**config.mk**
```make
export PLATFORM = sky130hd
export DESIGN_NAME = refr_isqrt
export DESIGN_NICKNAME = d
export VERILOG_FILES = /design/src/rtl/refr_pkg.sv /design/src/rtl/refr_isqrt.sv
export SDC_FILE = /design/constraint.sdc
export NUM_CORES = 1
export LEC_CHECK = 0
export ABC_CLOCK_PERIOD_IN_PS = 7800
export BUFFER_PORTS_ARGS = -buffer_cell sky130_fd_sc_hd__buf_2
export CAP_MARGIN = 20
export CORE_MARGIN = 2
export CORE_UTILIZATION = 45
export DETAILED_ROUTE_END_ITERATION = 10
export PLACE_DENSITY_LB_ADDON = 0.05
export SETUP_SLACK_MARGIN = 0.15
export SYNTH_ARGS = -nofsm -noshare
export SYNTH_HDL_FRONTEND = slang
export SYNTH_SLANG_ARGS = --single-unit
```
**constraint.sdc**
```tcl
create_clock -name clk_i -period 7.8 [get_ports clk_i]
set_clock_uncertainty 0.05 [all_clocks]
set_input_delay 0.78 -clock clk_i [delete_from_list [all_inputs] [get_ports clk_i]]
set_output_delay 0.78 -clock clk_i [all_outputs]
set_load 0.05 [all_outputs]
```
**src/rtl/refr_pkg.sv**
```systemverilog
package refr_pkg;

  // vector format
  localparam int VEC_FRAC_BITS = 14;
  localparam int VEC_W         = 16;
  localparam int IDX_W         = 14;
  localparam int ONE           = 1 << VEC_FRAC_BITS;

  // square-root unit: two input bits and one root bit per stage
  localparam int SQ_IN_W   = 36;
  localparam int SQ_OUT_W  = SQ_IN_W / 2;
  localparam int SQ_REM_W  = SQ_OUT_W + 3;
  localparam int SQ_STAGES = SQ_OUT_W;

  // divider unit: one quotient bit per stage, quotient known to fit
  localparam int DV_DEN_W  = 18;
  localparam int DV_Q_W    = 15;
  localparam int DV_NUM_W  = DV_DEN_W + DV_Q_W;
  localparam int DV_STAGES = DV_Q_W;

  // one squared in the wide radicand format
  localparam logic [SQ_IN_W-1:0] ONE2 = SQ_IN_W'(1) << (2 * VEC_FRAC_BITS);

  typedef struct packed {
    logic signed [VEC_W-1:0] dir_x;
    logic signed [VEC_W-1:0] dir_y;
    logic signed [VEC_W-1:0] dir_z;
    logic signed [VEC_W-1:0] norm_x;
    logic signed [VEC_W-1:0] norm_y;
    logic signed [VEC_W-1:0] norm_z;
    logic [IDX_W-1:0]        index_incident;
    logic [IDX_W-1:0]        index_transmit;
  } refr_in_t;

  typedef struct packed {
    logic signed [VEC_W-1:0] out_x;
    logic signed [VEC_W-1:0] out_y;
    logic signed [VEC_W-1:0] out_z;
    logic                    total_reflect;
  } refr_out_t;

  // shift right by the fraction width, round to nearest, ties away from zero
  function automatic logic signed [39:0] rnd_shr(input logic signed [39:0] x);
    logic [39:0] mag;
    mag = x[39] ? 40'(-x) : 40'(x);
    mag = (mag + (40'd1 << (VEC_FRAC_BITS - 1))) >> VEC_FRAC_BITS;
    return x[39] ? -$signed(mag) : $signed(mag);
  endfunction

  // clamp to the 16 bit output range
  function automatic logic signed [VEC_W-1:0] sat16(input logic signed [19:0] x);
    logic signed [VEC_W-1:0] res;
    if (x > 20'sd32767) begin
      res = 16'sh7fff;
    end else if (x < -20'sd32768) begin
      res = 16'sh8000;
    end else begin
      res = x[VEC_W-1:0];
    end
    return res;
  endfunction

endpackage

```
**src/rtl/refr_isqrt.sv**
```systemverilog
module refr_isqrt (
  input  logic                         clk_i,
  input  logic                         en_i,
  input  logic [refr_pkg::SQ_IN_W-1:0]  val_i,
  output logic [refr_pkg::SQ_OUT_W-1:0] root_o
);
  import refr_pkg::*;

  logic [SQ_REM_W-1:0] rem_q  [SQ_STAGES];
  logic [SQ_OUT_W-1:0] root_q [SQ_STAGES];
  logic [SQ_IN_W-1:0]  rad_q  [SQ_STAGES];
  logic [SQ_REM_W-1:0] rem_d  [SQ_STAGES];
  logic [SQ_OUT_W-1:0] root_d [SQ_STAGES];
  logic [SQ_IN_W-1:0]  rad_d  [SQ_STAGES];

  // one root bit per stage, each stage fed by the previous register
  always_comb begin
    logic [SQ_REM_W-1:0] rin;
    logic [SQ_OUT_W-1:0] oin;
    logic [SQ_IN_W-1:0]  ain;
    logic [SQ_REM_W-1:0] cur;
    logic [SQ_REM_W-1:0] trial;
    for (int k = 0; k < SQ_STAGES; k++) begin
      if (k == 0) begin
        rin = '0;
        oin = '0;
        ain = val_i;
      end else begin
        rin = rem_q[k-1];
        oin = root_q[k-1];
        ain = rad_q[k-1];
      end
      cur   = {rin[SQ_OUT_W:0], ain[SQ_IN_W-1 -: 2]};
      trial = {1'b0, oin, 2'b01};
      if (cur >= trial) begin
        rem_d[k]  = cur - trial;
        root_d[k] = {oin[SQ_OUT_W-2:0], 1'b1};
      end else begin
        rem_d[k]  = cur;
        root_d[k] = {oin[SQ_OUT_W-2:0], 1'b0};
      end
      rad_d[k] = ain << 2;
    end
  end

  always_ff @(posedge clk_i) begin
    if (en_i) begin
      for (int k = 0; k < SQ_STAGES; k++) begin
        rem_q[k]  <= rem_d[k];
        root_q[k] <= root_d[k];
        rad_q[k]  <= rad_d[k];
      end
    end
  end

  assign root_o = root_q[SQ_STAGES-1];

endmodule

```
# == Word-level counts from Yosys, hierarchy flattened ==
# Memory sizes are Yosys's and may differ from the RTL's.
# Cells that the tools add are included.
# totals
regBits,0
mem_count,3
out_inout_bits,18
ramBits,1314
# op_classes
addsub,18
n_mux,38
order_cmp,18
# mem_list
memory,depth,word_bits,read_ports,rd_ports_with_merged_regs,write_ports,line,text
rad_q,18,34,17,0,18,refr_isqrt.sv:11,logic [SQ_IN_W-1:0] rad_q [SQ_STAGES];
rem_q,18,21,17,0,18,refr_isqrt.sv:9,logic [SQ_REM_W-1:0] rem_q [SQ_STAGES];
root_q,18,18,18,0,18,refr_isqrt.sv:10,logic [SQ_OUT_W-1:0] root_q [SQ_STAGES];
# op_table
op,n
2-to-1 mux 21 bit,18
greater-or-equal comparator 21 x 20 -> 1 bit,17
subtractor 21 x 20 -> 21 bit,17
2-to-1 mux 1 bit,20
subtractor 2 x 1 -> 3 bit (second input constant),1
greater-or-equal comparator 2 x 1 -> 1 bit (second input constant),1

# == Longest topological paths before layout ==
# An unclocked memory read counts as a cell.
# depth
depth_word,3
mapped_depth,12
mapped_depth_nobuf,10

# == Least setup slack after synthesis ==
# Ideal clock, no wire load.
# synth_timing
kind,register -> register
startpoint,memory rem_q[4][8] (netlist name)
endpoint,memory rem_q[5][14] (netlist name) (data pin)
t_arrival_ps,2819
path_slack_ps,4673
setup_ps,258
path_buffers,1
stages_incl_launch_ff,9
path_cell_list,edfxtp_1 -> or4_4 -> or2_1 -> o311ai_2 -> nor3_1 -> or4_1 -> buf_2 -> or4_1 -> xnor2_1
# synth_lines
element,line
start: declaration,refr_isqrt.sv:9

==> impl_metrics.toml <==
[clock_network]
clock_sinks = 778
postCtsSetupRepairBufs = 0
clk_path_buf_depth = 3
worstSkewPairLatency_ns = 0.64
cts-hold-fix-buffers = 0
clkSlewWorstSetupHoldPaths_ns = 0.06
cts_tree = "done"
cts_buffers = 86
htreeDepth = 3
clk_root_buffer_cell = "sky130_fd_sc_hd__clkbuf_16"
number_of_instances_resized_during_post_cts_repair = 0

[grt]
grt_max_degree = 168
groute.usage.overall_pct = 16.42
grt_pass1_vias = 20570
first_pass_grt_wire_length_um = 108300
number_of_antenna_violations_at_the_first_check_in_global_routing = 0
global_route.overflow_total = 0

[die]
count_of_boundary_i_o_pins = 56
floorplan.die.width_um = 286.3
placement_rows = 103
die_height_um = 286.3
initial_utilization_pct = 45.46
die_area_mm2 = 0.08195
core_area_mm2 = 0.07887

[setup_path]
path_class = "register to register"
critPathMaxFanout = 23
setup.worst_path.start_class = "register"
cp.arrival_ns = 3.94
setup.worst_path.end_class = "register"
worst-endpoint-required_ns = 8.10

[timing]
timing_hold_violations_final = 0
rsz0062_at_grt = "false"
finalMaxSlewViolations = 0
clock_period_minus_final_worst_setup_slack_ns = 3.634
worst_slew_pin_slew_ns = 1.013
fin_crit_sh_pct = 46.59
max_freq_ghz = 0.2752
report.final.setup_viol = 0
max-slew-margin-rel_pct = 32.43
setup_tns_ns = 0

[yosys]
synthCells = 2709
post_synth_instance_area_mm2 = 0.03586
most_frequent_cells_after_synthesis = "sky130_fd_sc_hd__edfxtp_1 (778), sky130_fd_sc_hd__inv_1 (227), sky130_fd_sc_hd__nor2_1 (207), sky130_fd_sc_hd__ha_1 (190), sky130_fd_sc_hd__a21oi_1 (162)"
synthesis.yosys.warnings = 0
synth.yosys.seq_area_share_pct = 65.16
synth_top_area_share_pct = 65.16
synthMostInstantiatedCell = "sky130_fd_sc_hd__edfxtp_1"
async_flop_share_pct = 0
synth-seq-cells = 778
synth.distinct_cells = 77
post_synth.cell_area_avg_um2 = 13.24
synth_top_cells_by_area = "sky130_fd_sc_hd__edfxtp_1 (65%), sky130_fd_sc_hd__ha_1 (6.6%), sky130_fd_sc_hd__xnor2_1 (3.1%)"
mappedNetlistNets = 2937
synth-main-ff-cell = "sky130_fd_sc_hd__edfxtp_1"
synth-edff-count = 778
synthDominantAreaCellType = "sky130_fd_sc_hd__edfxtp_1"

[route]
post_route_ant_nets = 0
drt_pass1_iterations = 5
post_drt_via_cell_ratio = 5.257
route.final.wire_length_um = 66790
drtIter0Drc = 1527
routed_wire_length_per_instance_um = 16.93
num_vias = 20740
drc_errors = 0

[outcome]
run_status = "finished clean"

[placed_design]
portBuffers = 55
place_congestion = 0.8414
detailedPlacementHpwl_um = 46910

[power]
cellPowerDensity_mw_per_mm2 = 279.1
finalPower_mw = 11.26
total_leakage_power_nw = 15.38
max-vdd-ir-drop_mv = 0.1808

[final_layout]
post_route_cells_drive_above_1_share_pct = 8.918
nNetsFinal = 3053
syn_to_final_growth_pct = 12.48

[worst_hold_path]
min-delay-path-class = "input pin to register"

[job]
maxCapViolations = 0
power breakdown:
part	total (mW)	internal, mW	switching (mW)
registers	5.47	5.21	0.263
clock network	4.04	2.38	1.66
logic	1.75	0.747	1.00
layer usage:
layer	track usage, %	vias up	part of all wire, %
met3	2.941	108	4.8
met4	5.445	0	2.4
met1	23.03	9910	47
met2	25.96	411	46
li1	-	10310	-
met5	0	-	0
metrics by stage:
stage / utilization, % / instance area, µm² / cells / worst slack (ns) / hold slack, ns
3_3_place_gp: 47.49 / 37460 / 3786 / 4.285 / 0.3504
2_1_floorplan: - / 35860 / 2709 / 4.673 / 0.3503
3_5_place_dp: 47.49 / 37460 / 3786 / 4.188 / 0.3545
6_report: 51.14 / 40330 / 3944 / 4.166 / 0.2559
4_1_cts: 51.12 / 40320 / 3942 / 4.185 / 0.2070
5_1_grt: 51.13 / 40330 / 3943 / 3.853 / 0.2136
worst max-delay path: stages, from the launching register on:
cell and delay, ns:
sky130_fd_sc_hd__edfxtp_1 0.39, sky130_fd_sc_hd__ha_1 0.36, sky130_fd_sc_hd__o21ai_0 0.14, sky130_fd_sc_hd__a211oi_1 0.50, sky130_fd_sc_hd__or3b_2 0.50, sky130_fd_sc_hd__or3b_1 0.72, sky130_fd_sc_hd__nor2b_1 0.27, sky130_fd_sc_hd__nor4b_1 0.33
sky130_fd_sc_hd__xor2_1 0.12
worst paths after layout:
path | from | end | slack [ns] | depth (start not counted)
worst max-delay path | rem_q[8][0] | rem_q[9][14] | 4.17 | 8
worst min-delay path | val_i[1] | rad_q[0][1] | 0.26 | 1
worst max register to register | rem_q[8][0] | rem_q[9][14] | 4.17 | 8
worst min register to register | rad_q[12][28] | rad_q[13][30] | 0.36 | 0
area by class of cell:
cell class,instances,area (µm²)
well taps,1050,1314
clock buffers,99,2201
flip-flops and latches,778,23360
inverters,229,859.6
fillers,6758,38540
clock inverters,57,663.1
diodes,1,2.502
multi-input cells,1662,11500
repair buffers,68,432.9
flip-flops by register name (all words and copies together) (netlist names):
signal / cells
rem_q: 301
root_q: 171
rad_q: 306
kinds of logic after synthesis:
family	synth area share (%)
AO/OA/AOI/OAI	9.104
XOR/XNOR	5.398
adder cells (fa/ha/maj)	6.630
buffers and inverters	2.820
flip-flops	65.16
multiplexers	1.333
other	0.01046
AND/OR/NAND/NOR	9.548
cell usage in the layout (no fill, tap or decap), drive strengths merged, types with 7 or more instances in the layout:
master  synthesis  layout
nor4           27      27
nand3          35      35
nand2         134     134
o21a           41      41
nand4          26      26
mux2           38      38
clkbuf         37      99
a21oi         162     162
o31ai          18      18
ha            190     190
or3            35      35
and3            8       8
edfxtp        778     778
nor3           73      73
o22ai           7       7
o21bai         10      10
nor2b          25      25
or4            20      20
or2            19      19
xnor2         126     126
a31oi          22      22
o21ai         115     115
xor2           95      95
o211ai         12      12
clkinv          0      42
nand2b         36      36
inv           229     231
nand3b          9       9
a21o           42      42
nor3b           7       7
bufinv          0      10
buf             3      68
nor2          207     207
and4            7       7
a211oi         26      26
Power figures use the tool's default switching activity.
