`config.mk`:
```
export PLATFORM = sky130hd
export DESIGN_NAME = refr_div
export DESIGN_NICKNAME = d
export VERILOG_FILES = /design/src/rtl/refr_pkg.sv /design/src/rtl/refr_div.sv
export SDC_FILE = /design/constraint.sdc
export NUM_CORES = 1
export LEC_CHECK = 0
export ABC_AREA = 1
export ABC_CLOCK_PERIOD_IN_PS = 2050
export BUFFER_PORTS_ARGS = -buffer_cell sky130_fd_sc_hd__buf_2
export CAP_MARGIN = 25
export CORE_UTILIZATION = 40
export DETAILED_ROUTE_END_ITERATION = 16
export HOLD_SLACK_MARGIN = 0.1
export SYNTH_ARGS = -nofsm -noshare
export SYNTH_HDL_FRONTEND = slang
export SYNTH_SLANG_ARGS = --single-unit
```
`constraint.sdc`:
```
create_clock -name clk_i -period 2.05 [get_ports clk_i]
set_clock_uncertainty 0.1 [all_clocks]
set_input_delay 0.205 -clock clk_i [delete_from_list [all_inputs] [get_ports clk_i]]
set_output_delay 0.205 -clock clk_i [all_outputs]
set_load 0.01 [all_outputs]
```
`src/rtl/refr_pkg.sv`:
```
package refr_pkg;

  // vector format
  localparam int VEC_FRAC_BITS = 14;
  localparam int VEC_W         = 16;
  localparam int IDX_W         = 14;
  localparam int ONE           = 1 << VEC_FRAC_BITS;

  // square-root unit: two input bits and one root bit per stage
  localparam int SQ_IN_W   = 36;
  localparam int SQ_OUT_W  = SQ_IN_W / 2;
  localparam int SQ_REM_W  = SQ_OUT_W + 3;
  localparam int SQ_STAGES = SQ_OUT_W;

  // divider unit: one quotient bit per stage, quotient known to fit
  localparam int DV_DEN_W  = 18;
  localparam int DV_Q_W    = 15;
  localparam int DV_NUM_W  = DV_DEN_W + DV_Q_W;
  localparam int DV_STAGES = DV_Q_W;

  // one squared in the wide radicand format
  localparam logic [SQ_IN_W-1:0] ONE2 = SQ_IN_W'(1) << (2 * VEC_FRAC_BITS);

  typedef struct packed {
    logic signed [VEC_W-1:0] dir_x;
    logic signed [VEC_W-1:0] dir_y;
    logic signed [VEC_W-1:0] dir_z;
    logic signed [VEC_W-1:0] norm_x;
    logic signed [VEC_W-1:0] norm_y;
    logic signed [VEC_W-1:0] norm_z;
    logic [IDX_W-1:0]        index_incident;
    logic [IDX_W-1:0]        index_transmit;
  } refr_in_t;

  typedef struct packed {
    logic signed [VEC_W-1:0] out_x;
    logic signed [VEC_W-1:0] out_y;
    logic signed [VEC_W-1:0] out_z;
    logic                    total_reflect;
  } refr_out_t;

  // shift right by the fraction width, round to nearest, ties away from zero
  function automatic logic signed [39:0] rnd_shr(input logic signed [39:0] x);
    logic [39:0] mag;
    mag = x[39] ? 40'(-x) : 40'(x);
    mag = (mag + (40'd1 << (VEC_FRAC_BITS - 1))) >> VEC_FRAC_BITS;
    return x[39] ? -$signed(mag) : $signed(mag);
  endfunction

  // clamp to the 16 bit output range
  function automatic logic signed [VEC_W-1:0] sat16(input logic signed [19:0] x);
    logic signed [VEC_W-1:0] res;
    if (x > 20'sd32767) begin
      res = 16'sh7fff;
    end else if (x < -20'sd32768) begin
      res = 16'sh8000;
    end else begin
      res = x[VEC_W-1:0];
    end
    return res;
  endfunction

endpackage

```
`src/rtl/refr_div.sv`:
```
module refr_div (
  input  logic                         clk_i,
  input  logic                         en_i,
  input  logic [refr_pkg::DV_NUM_W-1:0] num_i,
  input  logic [refr_pkg::DV_DEN_W-1:0] den_i,
  output logic [refr_pkg::DV_Q_W-1:0]   quo_o
);
  import refr_pkg::*;

  logic [DV_DEN_W-1:0] rem_q [DV_STAGES];
  logic [DV_DEN_W-1:0] den_q [DV_STAGES];
  logic [DV_Q_W-1:0]   low_q [DV_STAGES];
  logic [DV_Q_W-1:0]   quo_q [DV_STAGES];
  logic [DV_DEN_W-1:0] rem_d [DV_STAGES];
  logic [DV_Q_W-1:0]   low_d [DV_STAGES];
  logic [DV_Q_W-1:0]   quo_d [DV_STAGES];
  logic [DV_DEN_W-1:0] den_d [DV_STAGES];

  // restoring division, one quotient bit per stage
  always_comb begin
    logic [DV_DEN_W-1:0] rin;
    logic [DV_DEN_W-1:0] din;
    logic [DV_Q_W-1:0]   lin;
    logic [DV_Q_W-1:0]   qin;
    logic [DV_DEN_W:0]   cur;
    for (int k = 0; k < DV_STAGES; k++) begin
      if (k == 0) begin
        rin = num_i[DV_NUM_W-1:DV_Q_W];
        lin = num_i[DV_Q_W-1:0];
        din = den_i;
        qin = '0;
      end else begin
        rin = rem_q[k-1];
        lin = low_q[k-1];
        din = den_q[k-1];
        qin = quo_q[k-1];
      end
      cur = {rin, lin[DV_Q_W-1]};
      if (cur >= {1'b0, din}) begin
        rem_d[k] = DV_DEN_W'(cur - {1'b0, din});
        quo_d[k] = {qin[DV_Q_W-2:0], 1'b1};
      end else begin
        rem_d[k] = cur[DV_DEN_W-1:0];
        quo_d[k] = {qin[DV_Q_W-2:0], 1'b0};
      end
      low_d[k] = lin << 1;
      den_d[k] = din;
    end
  end

  always_ff @(posedge clk_i) begin
    if (en_i) begin
      for (int k = 0; k < DV_STAGES; k++) begin
        rem_q[k] <= rem_d[k];
        low_q[k] <= low_d[k];
        quo_q[k] <= quo_d[k];
        den_q[k] <= den_d[k];
      end
    end
  end

  assign quo_o = quo_q[DV_STAGES-1];

endmodule

```
## After elaboration in Yosys (flattened, before gate mapping)

Memories as Yosys holds them, arrays and structs flattened.
Index checks and enable logic that the tools add are counted.

| storage, ports and cells | value |
|---|---|
| latch bits | 0 |
| bits of input ports | 53 |
| logic and storage cells | 66 |
| ROM bits | 0 |
| memory bits (writable) | 975 |
| memories | 4 |
| output and inout bits | 15 |
| register bits after elaboration | 0 |

| operators by class | value |
|---|---|
| shifts and indexed selects | 0 |
| reduce and logical (&&, ||, !) cells | 0 |
| $add $sub $neg | 15 |
| $lt $le $gt $ge | 15 |
| equality and inequality tests | 0 |
| muxes and demuxes | 32 |
| bitwise logic cells | 0 |
| divide/modulo/power cells | 0 |
| $mul | 0 |

Memory list:

| memory | depth | width | read ports | clocked after Yosys merged registers in | wr ports | line | RTL |
|---|---|---|---|---|---|---|---|
| den_q | 15 | 18 | 14 | 0 | 15 | refr_div.sv:11 | `logic [DV_DEN_W-1:0] den_q [DV_STAGES];` |
| rem_q | 15 | 18 | 14 | 0 | 15 | refr_div.sv:10 | `logic [DV_DEN_W-1:0] rem_q [DV_STAGES];` |
| quo_q | 15 | 15 | 15 | 0 | 15 | refr_div.sv:13 | `logic [DV_Q_W-1:0] quo_q [DV_STAGES];` |
| low_q | 15 | 14 | 14 | 0 | 15 | refr_div.sv:12 | `logic [DV_Q_W-1:0] low_q [DV_STAGES];` |

Operators with widths:

| operator | number |
|---|---|
| >= comparator 19 x 18 -> 1 bit | 15 |
| two-way mux 18 bit | 15 |
| subtractor 18 bit | 15 |
| two-way mux 1 bit | 17 |

## Depth between registers and ports, before layout

An unclocked memory read counts as a cell.

| depth | value |
|---|---|
| word-level depth | 3 |
| depth in mapped cells | 14 |
| gate-level depth less buffers | 14 |

## Worst setup path before layout

No wires, ideal clock.

| path | value |
|---|---|
| kind | register to register |
| from | memory low_q[1][27] in the netlist's numbering |
| to | memory rem_q[10][12] (netlist: rem_q[1][48]) (data pin) |
| data arrival time | 1.659 ns |
| required time | 1.697 ns |
| setup time | 0.253 ns |
| period minus slack after synthesis | 2.013 ns |
| setup slack | 0.037 ns |
| stages on the path, launching flop included | 14 |
| path buffers | 0 |
| path through | edfxtp_1 inv_1 ha_1 inv_1 fa_1 nand2_1 nand2_1 and2_1 nand2_1 nand2_1 nand2_1 nand3b_1 nand3_1 nand2_1 |

RTL lines:

| element | line |
|---|---|
| from (decl) | refr_div.sv:12 |
| to (decl) | refr_div.sv:10 |

==> summary.md <==
| Metric | Value |
|---|---|
| Outcome | `complete, but fails checks` |
| Violated checks | `DRC, setup timing` |
| Cell Pwr Density | `1470 nW/µm²` |
| Ordered cell list for the critical path | `inv_2 > ha_4 > buf_6 > nand2_4 > nor2_4 > nand2_1 > nand3b_1 > nand4_4 > buf_8 > buf_6 > o21ai_2` |
| Synthesized Nets | `5178` |
| Unrepaired setup endpoints after global routing | `true` |
| Peak supply drop | `~800 µV` |
| DRT antenna net count | `0` |
| WS Path Type | `reg -> reg` |
| DIE HEIGHT | `approximately 330 µm` |
| Mapped cell area | `approximately 43000 µm²` |
| Max_cap viols | `0` |
| # diodes | `0` |
| Total Wirelength | `~140000 µm` |
| Clk pin slew, worst setup/hold paths | `0.06 ns` |
| Avg Vias per Cell | `4.96` |
| Smallest hold slack | `between 0.15 and 0.2 ns` |
| Ys flop type | `edfxtp_1` |
| Placed Cells | `around 7300` |
| Vias in the first global route | `a little under 40000` |
| Total Nets Final | `6883` |
| GPL Wtd Cong | `around 0.9` |
| Die Area | `108000 µm²` |
| CP Capture Type | `register` |
| Ys Warns | `0` |
| Vias | `around 40000` |
| Core area | `~110000 µm²` |
| Clock Latency Late Sink | `between 0.6 and 0.7 ns` |
| CTS tree | `done` |
| Wire per inst | `17.6 µm` |
| All-Layer GR Usage | `0.242` |
| Layout Cells excl Fill | `between 8000 and 9000` |
| Syn Inst Count | `4841` |
| Netlist cell types | `33` |
| Worst reg-to-reg setup slack | `-0.20 ns` |
| CP arrival | `2.57 ns` |
| Most frequent cells in the layout | `buf_4, nand2_1, edfxtp_1, inv_1, nand2_2` |
| Share of layout cells above drive strength 1 | `0.516` |
| Pre-antenna DRT Iters | `12` |
| Leakage | `~32 nW` |
| Tcrit/Tclk final | `1.10` |
| Most common cell after layout, fill and taps aside | `buf_4` |
| Mean cell area of the mapped netlist | `a little under 9 µm²` |
| Setup slack after layout | `-0.201 ns` |
| Area growth from synthesis to layout | `60.7%` |
| Worst Path Max Fanout | `6` |
| DRC viols | `2` |
| Largest delay share family, worst path | `simple AND/OR/NAND/NOR gates` |
| TritonCTS buffer count | `85` |
| Placed Area | `around 53000 µm²` |
| Crit path buf inv count | `4` |
| Share of flip-flops with an asynchronous set or reset | `0` |
| CP required | `approximately 2.4 ns` |
| Final hold vios | `0` |
| Buffers on Ports | `67` |
| Hold WC Path Type | `in -> reg` |
| First-pass GRT wire length | `206000 µm` |
| Seq/Total Area, Yosys | `0.511` |
| Critical Path Start | `den_q[0][22]` |
| Initial Utilization | `0.405` |
| DP HPWL | `slightly above 90000 µm` |
| Fin. max-slew vios | `0` |
| Hold_sp | `num_i[12]` |
| Largest net degree at the start of global routing | `95` |
| Clock tree buffer depth | `3` |
| Slowest Stage Delay on Critical Path | `~0.45 ns` |
| Initial antenna violation count | `0` |
| CTS Sinks | `roughly 730` |
| Crit-path most repeated cell | `buf_6` |
| Worst r2r src | `den_q[0][22]` |
| Least-Margin Pin Slew | `slightly above 0.5 ns` |
| Post-synth EDFFs | `roughly 730` |
| #FFs+latches synth | `approximately 730` |
| Initial DRC count | `between 2000 and 3000` |
| CTS root buffer | `clkbuf_16` |
| CP max stage cell | `edfxtp_1` |
| Fmax | `approximately 0.44 GHz` |
| Setup crit start kind | `register` |
| Rel. slew slack | `0.656` |
| I/O pins | `between 60 and 70` |
| H-tree levels | `3` |
| Setup TNS Final | `-25.16 ns` |
| Tmin final | `~2.3 ns` |
| Setup violators final | `~240` |
| Remaining Overflow, GRT | `0` |
| Site Rows | `roughly 120` |
| Post-route cell area | `~69000 µm²` |
| Die width | `between 300 and 400 µm` |
| Post-route total power | `roughly 100 mW` |
[worst reg2reg max path, delay by kind of cell, from the launching register on]
| family | cells | cell delay, ns |
|---|---|---|
| buf+inv | 4 | 0.46 |
| compound gates | 1 | 0.04 |
| flops | 1 | 0.45 |
| fa+ha+maj | 1 | 0.30 |
| simple gates | 5 | 0.68 |
[power breakdown]
part	total, mW	internal [mW]	switching, mW
Clock	15.2	8.97	6.22
Sequential	24.3	21.2	3.11
Combinational	61.6	30.1	31.5
[synth_stat cells, types with 18 or more instances]
| master | count | share of area |
|---|---|---|
| nand2_1 | 1578 | 0.14 |
| inv_1 | 775 | 0.068 |
| nor2_1 | 349 | 0.031 |
| buf_6 | 21 | 0.0055 |
| nand2_2 | 34 | 0.0050 |
| nand4_1 | 33 | 0.0048 |
| ha_1 | 270 | 0.079 |
| o21ai_2 | 49 | 0.010 |
| edfxtp_1 | 729 | 0.51 |
| xor2_1 | 107 | 0.022 |
| o21ai_0 | 29 | 0.0034 |
| nor3_1 | 55 | 0.0064 |
| buf_2 | 18 | 0.0021 |
| a21oi_1 | 128 | 0.015 |
| nand3_1 | 393 | 0.046 |
| nand3b_1 | 112 | 0.020 |
| or2_2 | 25 | 0.0036 |
[kinds of logic (layout without fill, tap and decap cells)]
family                   Yosys count  in the layout  synth area share
AND/OR/NAND/NOR                 2639           2659             0.267
buffers and inverters            822           2569            0.0765
flip-flops                       729            729             0.511
adder cells (fa/ha/maj)          284            284            0.0854
AO/OA/AOI/OAI                    254            258            0.0373
XOR/XNOR                         113            113            0.0231
[path summary, 6_finish.rpt]
path / depth (start not counted) / endpoint
worst max-delay path: 11 / rem_q[0][42]
worst max register to register: 11 / rem_q[0][42]
worst min-delay path: 2 / low_q[0][12]
worst min register to register: 0 / quo_q[1][22]
[per-stage QoR]
stage / utilization / setup WS (ns)
detailed placement: 0.499 / -0.376
finish: 0.652 / -0.201
global placement: 0.499 / -0.346
global route: 0.652 / -0.300
floorplan: - / 0.0372
CTS: 0.609 / -0.133
[timing repair]
| item | in CTS | in global routing |
|---|---|---|
| hold endpoints to repair | 173 | 0 |
| endpoints found under the setup margin | 246 | 264 |
| setup buffers | 305 | 173 |
| cloned | 43 | 11 |
| pin swaps | 386 | 467 |
| gates resized for setup | 1247 | 832 |
| hold buffers | 51 | 0 |
[flip-flops by register name, indices dropped and copies added (netlist names)]
register / count
den_q: 252
low_q: 105
quo_q: 120
rem_q: 252
[final cells by class]
cell class	count	area [µm²]
repair buffers	1636	13500
clock buffers	100	2200
inverters	780	2960
flip-flops and latches	729	21900
clock inverters	53	569
well taps	1391	1740
multi-input cells	3314	26100
fillers	7898	36800
[layer usage]
layer  routed length, µm  GRT usage  share of wire
met5                   0          0              0
met4                6330      0.100          0.045
met1               57500      0.300           0.41
met3                5410     0.0260          0.039
met2               71300      0.428           0.51
Power figures use the tool's default switching activity.
